File: src/rtl/core/itra_pkg.sv
// ----------------------------------------------------------------------------
// itra_pkg
// types, constants and the digit encoder of the radix ascii converter
// ----------------------------------------------------------------------------
`timescale 1ns / 1ps

package itra_pkg;

    localparam logic [6:0] DIGIT_ZERO         = 7'd48;
    localparam logic [6:0] LETTER_LOWER_A     = 7'd97;
    localparam logic [6:0] CASE_OFFSET        = 7'd32;
    localparam logic [3:0] FIRST_LETTER_DIGIT = 4'd10;
    localparam logic [4:0] MIN_RADIX          = 5'd2;
    localparam logic [4:0] MAX_RADIX          = 5'd16;

    typedef struct packed {
        logic        func;
        logic [63:0] value;
        logic [4:0]  radix;
        logic        upper;
    } t_in_item;

    typedef struct packed {
        logic [6:0] digit_char;
        logic       lead_minus;
        logic [6:0] char_count;
        logic       last;
    } t_out_item;

    typedef enum logic [1:0] {
        ST_IDLE,
        ST_DIV,
        ST_READ,
        ST_OUT
    } t_state;

    typedef struct packed {
        logic       done;
        logic       quo_nz;
        logic [3:0] rem;
    } t_div_status;

    function automatic logic [6:0] digit_to_ascii(input logic [3:0] d, input logic up);
        logic [6:0] letter;
        begin
            letter = 7'(d - FIRST_LETTER_DIGIT) + LETTER_LOWER_A;
            if (d < FIRST_LETTER_DIGIT) begin
                return DIGIT_ZERO + 7'(d);
            end
            return up ? (letter - CASE_OFFSET) : letter;
        end
    endfunction

endpackage

File: src/rtl/core/itra_ram.sv
// ----------------------------------------------------------------------------
// itra_ram
// simple dual-port ram, one write and one registered read per cycle
// ----------------------------------------------------------------------------
`timescale 1ns / 1ps

module itra_ram #(
    parameter int WIDTH = 4,
    parameter int DEPTH = 64
) (
    input  logic                     i_clk,
    input  logic                     i_wr_en,
    input  logic [$clog2(DEPTH)-1:0] i_wr_addr,
    input  logic [WIDTH-1:0]         i_wr_data,
    input  logic                     i_rd_en,
    input  logic [$clog2(DEPTH)-1:0] i_rd_addr,
    output logic [WIDTH-1:0]         o_rd_data
);

    logic [WIDTH-1:0] r_mem [DEPTH];
    logic [WIDTH-1:0] r_rd_data;

    always_ff @(posedge i_clk) begin
        if (i_wr_en) begin
            r_mem[i_wr_addr] <= i_wr_data;
        end
        if (i_rd_en) begin
            r_rd_data <= r_mem[i_rd_addr];
        end
    end

    assign o_rd_data = r_rd_data;

endmodule

File: src/rtl/core/itra_divider.sv
// ----------------------------------------------------------------------------
// itra_divider
// bit-serial restoring divider of a wide value by a radix of 2 to 16
// ----------------------------------------------------------------------------
`timescale 1ns / 1ps

module itra_divider #(
    parameter int WIDTH = 64
) (
    input  logic                      i_clk,
    input  logic                      i_rst_n,
    input  logic                      i_start,
    input  logic [WIDTH-1:0]          i_dividend,
    input  logic [4:0]                i_base,
    output itra_pkg::t_div_status     o_status,
    output logic [WIDTH-1:0]          o_quotient
);

    localparam int CNTW = $clog2(WIDTH);

    logic             r_busy;
    logic             r_done;
    logic [CNTW-1:0]  r_cnt;
    logic [WIDTH-1:0] r_shift;
    logic [3:0]       r_rem;
    logic [4:0]       r_base;
    logic             r_nz;

    logic [4:0] w_trial;
    logic       w_ge;
    logic [4:0] w_diff;

    // remainder shifted left with the next dividend bit, msb first
    assign w_trial = {r_rem, r_shift[WIDTH-1]};
    assign w_ge    = (w_trial >= r_base);
    assign w_diff  = w_trial - r_base;

    always_ff @(posedge i_clk) begin
        if (!i_rst_n) begin
            r_busy <= 1'b0;
            r_done <= 1'b0;
        end else begin
            r_done <= 1'b0;
            if (i_start) begin
                r_busy <= 1'b1;
            end else if (r_busy && (r_cnt == '0)) begin
                r_busy <= 1'b0;
                r_done <= 1'b1;
            end
        end
    end

    always_ff @(posedge i_clk) begin
        if (i_start) begin
            r_cnt   <= CNTW'(WIDTH - 1);
            r_shift <= i_dividend;
            r_rem   <= '0;
            r_base  <= i_base;
            r_nz    <= 1'b0;
        end else if (r_busy) begin
            r_cnt   <= r_cnt - CNTW'(1);
            r_shift <= {r_shift[WIDTH-2:0], w_ge};
            r_rem   <= w_ge ? w_diff[3:0] : w_trial[3:0];
            r_nz    <= r_nz | w_ge;
        end
    end

    assign o_status.done   = r_done;
    assign o_status.quo_nz = r_nz;
    assign o_status.rem    = r_rem;
    assign o_quotient      = r_shift;

endmodule

File: src/rtl/core/integer_to_radix_ascii.sv
// ----------------------------------------------------------------------------
// integer_to_radix_ascii
// converts an integer into ascii digits of a radix from 2 to 16
// ----------------------------------------------------------------------------
// One request carries a value, a signed/unsigned selector, a radix and a
// letter-case flag; the block answers with one result per digit, most
// significant first, no leading zeros, a zero value giving the single digit
// '0'. A negative signed value converts its two's-complement magnitude, and
// its first result flags the '-' that precedes it. Every result carries the
// full character count and the final one is marked last. Radix 0 and 1 act
// as 2, radix above 16 acts as 16; value bits at and above VALUE_WIDTH are
// ignored. One request is converted at a time: each digit comes from a
// division in the bit-serial divider (one quotient bit per cycle), then
// the digits are read back from the ram, one cycle per result while the
// receiver does not stall.
// ----------------------------------------------------------------------------
`timescale 1ns / 1ps

module integer_to_radix_ascii #(
    parameter int VALUE_WIDTH = 64
) (
    input  logic                i_clk,
    input  logic                i_rst_n,
    // request channel
    input  logic                i_in_valid,
    output logic                o_in_stall,
    input  itra_pkg::t_in_item  i_in_data,
    // result channel
    output logic                o_out_valid,
    input  logic                i_out_stall,
    output itra_pkg::t_out_item o_out_data
);

    // digit buffer address width and a count wide enough for sign + digits
    localparam int AW = $clog2(VALUE_WIDTH);
    localparam int CW = $clog2(VALUE_WIDTH + 2);

    itra_pkg::t_state r_state, n_state;
    logic             r_neg,   n_neg;
    logic             r_up,    n_up;
    logic [4:0]       r_base,  n_base;
    logic [CW-1:0]    r_n,     n_n;   // digits stored so far
    logic [CW-1:0]    r_k,     n_k;   // index of the digit being shown

    // request decode
    logic [VALUE_WIDTH-1:0] w_v;
    logic                   w_neg;
    logic [VALUE_WIDTH-1:0] w_mag;
    logic [4:0]             w_base;

    // divider hookup
    logic                   div_start;
    logic [VALUE_WIDTH-1:0] div_dividend;
    logic [4:0]             div_base;
    itra_pkg::t_div_status  div_st;
    logic [VALUE_WIDTH-1:0] div_quo;

    // digit buffer hookup
    logic          wr_en;
    logic          rd_en;
    logic [CW-1:0] rd_pos;
    logic [3:0]    rd_digit;
    logic          w_last;

    // only the low VALUE_WIDTH bits count; the sign bit is the top one of those
    assign w_v   = i_in_data.value[VALUE_WIDTH-1:0];
    assign w_neg = i_in_data.func & w_v[VALUE_WIDTH-1];
    // two's-complement negation taken as unsigned, so the most negative value works
    assign w_mag = w_neg ? (~w_v + VALUE_WIDTH'(1)) : w_v;

    // radix saturates to 2..16
    always_comb begin
        if (i_in_data.radix < itra_pkg::MIN_RADIX) begin
            w_base = itra_pkg::MIN_RADIX;
        end else if (i_in_data.radix > itra_pkg::MAX_RADIX) begin
            w_base = itra_pkg::MAX_RADIX;
        end else begin
            w_base = i_in_data.radix;
        end
    end

    // first request of an item takes the fresh radix, repeats reuse the held one
    assign div_base = (r_state == itra_pkg::ST_IDLE) ? w_base : r_base;

    itra_divider #(
        .WIDTH (VALUE_WIDTH)
    ) u_div (
        .i_clk      (i_clk),
        .i_rst_n    (i_rst_n),
        .i_start    (div_start),
        .i_dividend (div_dividend),
        .i_base     (div_base),
        .o_status   (div_st),
        .o_quotient (div_quo)
    );

    // digits land least significant first and are read back in reverse
    itra_ram #(
        .WIDTH (4),
        .DEPTH (VALUE_WIDTH)
    ) u_buf (
        .i_clk     (i_clk),
        .i_wr_en   (wr_en),
        .i_wr_addr (r_n[AW-1:0]),
        .i_wr_data (div_st.rem),
        .i_rd_en   (rd_en),
        .i_rd_addr (rd_pos[AW-1:0]),
        .o_rd_data (rd_digit)
    );

    assign rd_pos = r_n - CW'(1) - n_k;
    assign w_last = (r_k == (r_n - CW'(1)));

    always_ff @(posedge i_clk) begin
        if (!i_rst_n) begin
            r_state <= itra_pkg::ST_IDLE;
        end else begin
            r_state <= n_state;
        end
    end

    always_ff @(posedge i_clk) begin
        r_neg  <= n_neg;
        r_up   <= n_up;
        r_base <= n_base;
        r_n    <= n_n;
        r_k    <= n_k;
    end

    always_comb begin
        n_state      = r_state;
        n_neg        = r_neg;
        n_up         = r_up;
        n_base       = r_base;
        n_n          = r_n;
        n_k          = r_k;
        o_in_stall   = 1'b1;
        div_start    = 1'b0;
        div_dividend = w_mag;
        wr_en        = 1'b0;
        rd_en        = 1'b0;
        unique case (r_state)
            itra_pkg::ST_IDLE: begin
                o_in_stall = 1'b0;
                if (i_in_valid) begin
                    n_neg     = w_neg;
                    n_up      = i_in_data.upper;
                    n_base    = w_base;
                    n_n       = '0;
                    div_start = 1'b1;
                    n_state   = itra_pkg::ST_DIV;
                end
            end
            itra_pkg::ST_DIV: begin
                // each finished division yields one digit; go on while the quotient is nonzero
                if (div_st.done) begin
                    wr_en = 1'b1;
                    n_n   = r_n + CW'(1);
                    if (div_st.quo_nz) begin
                        div_start    = 1'b1;
                        div_dividend = div_quo;
                    end else begin
                        n_k     = '0;
                        n_state = itra_pkg::ST_READ;
                    end
                end
            end
            itra_pkg::ST_READ: begin
                // fetch the most significant digit
                rd_en   = 1'b1;
                n_state = itra_pkg::ST_OUT;
            end
            itra_pkg::ST_OUT: begin
                // on a taken result fetch the next digit right away
                if (!i_out_stall) begin
                    if (w_last) begin
                        n_state = itra_pkg::ST_IDLE;
                    end else begin
                        n_k   = r_k + CW'(1);
                        rd_en = 1'b1;
                    end
                end
            end
            default: begin
                n_state = itra_pkg::ST_IDLE;
            end
        endcase
    end

    // result held steady while stalled: no read and no index change then
    assign o_out_valid           = (r_state == itra_pkg::ST_OUT);
    assign o_out_data.digit_char = itra_pkg::digit_to_ascii(rd_digit, r_up);
    assign o_out_data.lead_minus = r_neg && (r_k == '0);
    assign o_out_data.char_count = 7'(r_n + CW'(r_neg));
    assign o_out_data.last       = w_last;

endmodule

File: config.mk
export PLATFORM = sky130hd
export DESIGN_NAME = integer_to_radix_ascii
export DESIGN_NICKNAME = d
export VERILOG_FILES = /design/src/rtl/core/itra_pkg.sv /design/src/rtl/core/itra_ram.sv /design/src/rtl/core/itra_divider.sv /design/src/rtl/core/integer_to_radix_ascii.sv
export SDC_FILE = /design/constraint.sdc
export NUM_CORES = 1
export LEC_CHECK = 0
export BUFFER_PORTS_ARGS = -buffer_cell sky130_fd_sc_hd__buf_4
export CAP_MARGIN = 15
export CORE_MARGIN = 5
export CORE_UTILIZATION = 32
export CTS_BUF_LIST = sky130_fd_sc_hd__clkbuf_8
export DETAILED_ROUTE_END_ITERATION = 16
export SLEW_MARGIN = 40
export SYNTH_ARGS = -nofsm -noshare
export SYNTH_HDL_FRONTEND = slang
export SYNTH_SLANG_ARGS = --single-unit
File: constraint.sdc
create_clock -name i_clk -period 4.7 [get_ports i_clk]
set_input_delay 0.94 -clock i_clk [delete_from_list [all_inputs] [get_ports i_clk]]
set_output_delay 0.94 -clock i_clk [all_outputs]
set_load 0.005 [all_outputs]
==> flow_metrics.env <==
export IMPL_status="finished clean"
export IMPL_pre_cts_ws_ns=-0.00912
export IMPL_num_vias=10500
export IMPL_die_w_um=241
export IMPL_final_common_cell="edfxtp_1"
export IMPL_synth_edf_count=344
export IMPL_critPathMaxFanout=12
export IMPL_worstMarginPinSlew_ns=0.740
export IMPL_ir_drop_mv=0.758
export IMPL_reg2reg_to="u_buf.o_rd_data[0]"
export IMPL_synth_distinct_cells=60
export IMPL_r2r_slack_ns=0.17
export IMPL_finalNetCount=1485
export IMPL_dp_cells=1997
export IMPL_cp_startpoint="r_n[1]"
export IMPL_endpoint="u_buf.o_rd_data[0]"
export IMPL_synthCells=1250
export IMPL_cts_tree="built"
export IMPL_finalMaxSlewViolations=0
export IMPL_placed_cell_area_um2=18800
export IMPL_synthFlopType="edfxtp_1"
export IMPL_io_buffer_count=92
export IMPL_die_area_um2=58200
export IMPL_cp_arrival_ns=4.91
export IMPL_wire_per_inst_um=18.7
export IMPL_min_from="i_in_data[0]"
export IMPL_post_synth_cell_area_avg_um2=13.7
export IMPL_finalSetupViolCount=0
export IMPL_first_global_vias=10700
export IMPL_clock_skew_ns=0.0300
export IMPL_grt_pass1_wl_um=60600
export IMPL_wl_um=39600
export IMPL_fin_cells=2113
export IMPL_cts_max_path_buffers=3
export IMPL_syn_nets=1354
export IMPL_ioPinCount=93
export IMPL_gp_congestion=0.843
export IMPL_setup_tns_ns=0
export IMPL_post_route_min_period_ns=4.53
export IMPL_cts_hold_buf=0
export IMPL_root_buffer="clkbuf_8"
export IMPL_setup_worst_path_class="flip-flop to flip-flop"
export IMPL_start_kind="flip-flop"
export IMPL_viasPerCell=4.98
export IMPL_fillers=5050
export IMPL_setup_slack_ns=0.168
export IMPL_grt_overflow=0
export IMPL_row_count=84
export IMPL_synth_seq_area_share=0.628
export IMPL_endpoint_kind="flip-flop"
export IMPL_drv_cap=0
export IMPL_r2r_start="r_n[1]"
export IMPL_final_cell_mix="edfxtp_1 (344), buf_4 (126), nor2_1 (120), nand2_1 (93), o21ai_0 (66)"
export IMPL_cp_data_required_time_ns=5.08
export IMPL_ys_seq_elements=365
export IMPL_num_antenna_cells=0
export IMPL_yosys_warnings=0
export IMPL_drive_above_1_share=0.220
export IMPL_power_density_nw_per_um2=807
export IMPL_initial_core_util=0.324
export IMPL_antenna_found_initial=0
export IMPL_hold_viol=0
export IMPL_area_delta_synth_final_pct=17.6
export IMPL_cts_buffers_inserted=59
export IMPL_dp_hpwl_um=26200
export IMPL_grt_usage=0.132
export IMPL_drt_iter0_drc=794
export IMPL_ff_latch_area_um2=10800
export IMPL_firstDrtPassIters=5
export IMPL_post_route_period_util=0.964
export IMPL_clk_latency_ns=0.64
export IMPL_grt_start_max_net_pins=104
export IMPL_hp_class="input port to flip-flop"
export IMPL_stdcell_area_um2=20100
export IMPL_h_tree_depth=2
export IMPL_p_leak_nw=6.93
export IMPL_cts_sinks=365
export IMPL_coreArea_um2=52800
export IMPL_syn_area_um2=17100
export IMPL_fin_util=0.382
export IMPL_synth_async_reset_ratio=0
export IMPL_r2r_worst_path_cells=20
export IMPL_path_clk_slew_ns=0.06
export IMPL_relSlewSlack=0.503
export IMPL_ant_nets=0
export IMPL_multi_input_area_um2=6060
export IMPL_fp_dieH_um=241
export IMPL_route_detailed_drc=0
export IMPL_max_freq_ghz=0.221
==> worst max-delay path: stages, from the launching register on <==
cell and delay (ns):
edfxtp_1 0.43, nor3_2 0.31, xor2_1 0.14, a211o_1 0.35, a2111oi_4 0.44, nor2_4 0.05, inv_1 0.05, a21oi_1 0.09
mux2i_2 0.24, ha_4 0.16, inv_1 0.06, fa_2 0.37, a21o_1 0.22, a21oi_4 0.20, xnor2_4 0.22, buf_12 0.21
nor2b_1 0.05, a211oi_1 0.27, a21oi_1 0.10, a21oi_1 0.23, mux2i_1 0.10
==> report_power, final <==
group | internal (mW) | leakage, nW | switching [mW] | total (mW)
Sequential | 4.49 | 3.38 | 0.235 | 4.73
Clock | 1.30 | 0.630 | 1.23 | 2.53
Combinational | 4.29 | 2.92 | 4.70 | 8.99
==> through the flow <==
stage                     hold slack [ns]  power [mW]
after floorplan                     0.448        10.4
after global placement              0.460        12.8
after detailed placement            0.475        12.9
after CTS                           0.422        15.5
after global routing                0.428        17.3
final                               0.478        16.2
==> final cells by class <==
type,count,share of cell area
sequential,365,0.534
multi-input combinational,779,0.301
timing repair buffer,142,0.0632
tap,688,0.0428
clock buffer,61,0.0417
clock inverter,44,0.0110
inverter,34,0.00634
==> state kept, by name, summed over array words and instances, names as in the netlist, 2 cells and up <==
signal,flops
r_base,5
u_div.r_rem,4
r_k,7
u_div.r_base,5
u_buf.o_rd_data,4
u_div.r_cnt,6
r_state,2
r_n,7
u_buf.r_mem,256
u_div.o_quotient,64
==> metal layers <==
| metal | GRT usage | up-vias | routed length, um |
|---|---|---|---|
| met5 | 0 | - | 0 |
| met4 | 0.0311 | 0 | 618 |
| met3 | 0.0291 | 64 | 2550 |
| met2 | 0.219 | 347 | 19100 |
| met1 | 0.180 | 5148 | 17300 |
| li1 | - | 4963 | - |
==> cells in the mapped netlist (7+ instances only) <==
cell / number / area share
a211oi_1: 26 / 0.011
o31ai_1: 9 / 0.0039
nor2_1: 120 / 0.026
a31oi_1: 11 / 0.0040
xor2_1: 49 / 0.025
a21oi_1: 59 / 0.017
nand2_1: 93 / 0.020
or3_1: 10 / 0.0037
dfxtp_1: 21 / 0.025
ha_1: 27 / 0.020
a21o_1: 7 / 0.0031
nand2b_1: 11 / 0.0040
xnor2_1: 48 / 0.025
inv_1: 34 / 0.0075
mux4_2: 64 / 0.084
clkbuf_1: 58 / 0.013
nor2b_1: 26 / 0.0095
and2_1: 7 / 0.0026
o21ai_0: 66 / 0.019
edfxtp_1: 344 / 0.60
mux2i_1: 24 / 0.014
nand3_1: 23 / 0.0067
o41ai_1: 7 / 0.0036
buf_2: 9 / 0.0026
nor3_1: 24 / 0.0070
==> logic make-up after synthesis <==
| logic type | count (synthesis) | synth area share |
|---|---|---|
| fa+ha+maj | 29 | 0.0221 |
| simple gates | 352 | 0.0968 |
| mux | 93 | 0.102 |
| flops | 365 | 0.628 |
| xor+xnor | 98 | 0.0512 |
| compound gates | 207 | 0.0754 |
| buf+inv | 106 | 0.0250 |
==> what timing repair did <==
item                                    in CTS  in global routing
buffers inserted                             0                  6
endpoints found under the setup margin       1                  4
cloned                                       0                  4
pin swaps                                    0                  2
resized for setup                            1                 13
==> worst min-delay path by stage <==
stage / endpoint / cells past startpoint
6_report: r_up / 1
5_1_grt: r_up / 1
4_1_cts: r_up / 1
3_5_place_dp: u_div.r_cnt[0] / 2
3_3_place_gp: u_div.r_cnt[0] / 2
2_1_floorplan: u_div.r_cnt[0] / 2
(Power assumes the default switching activity.)
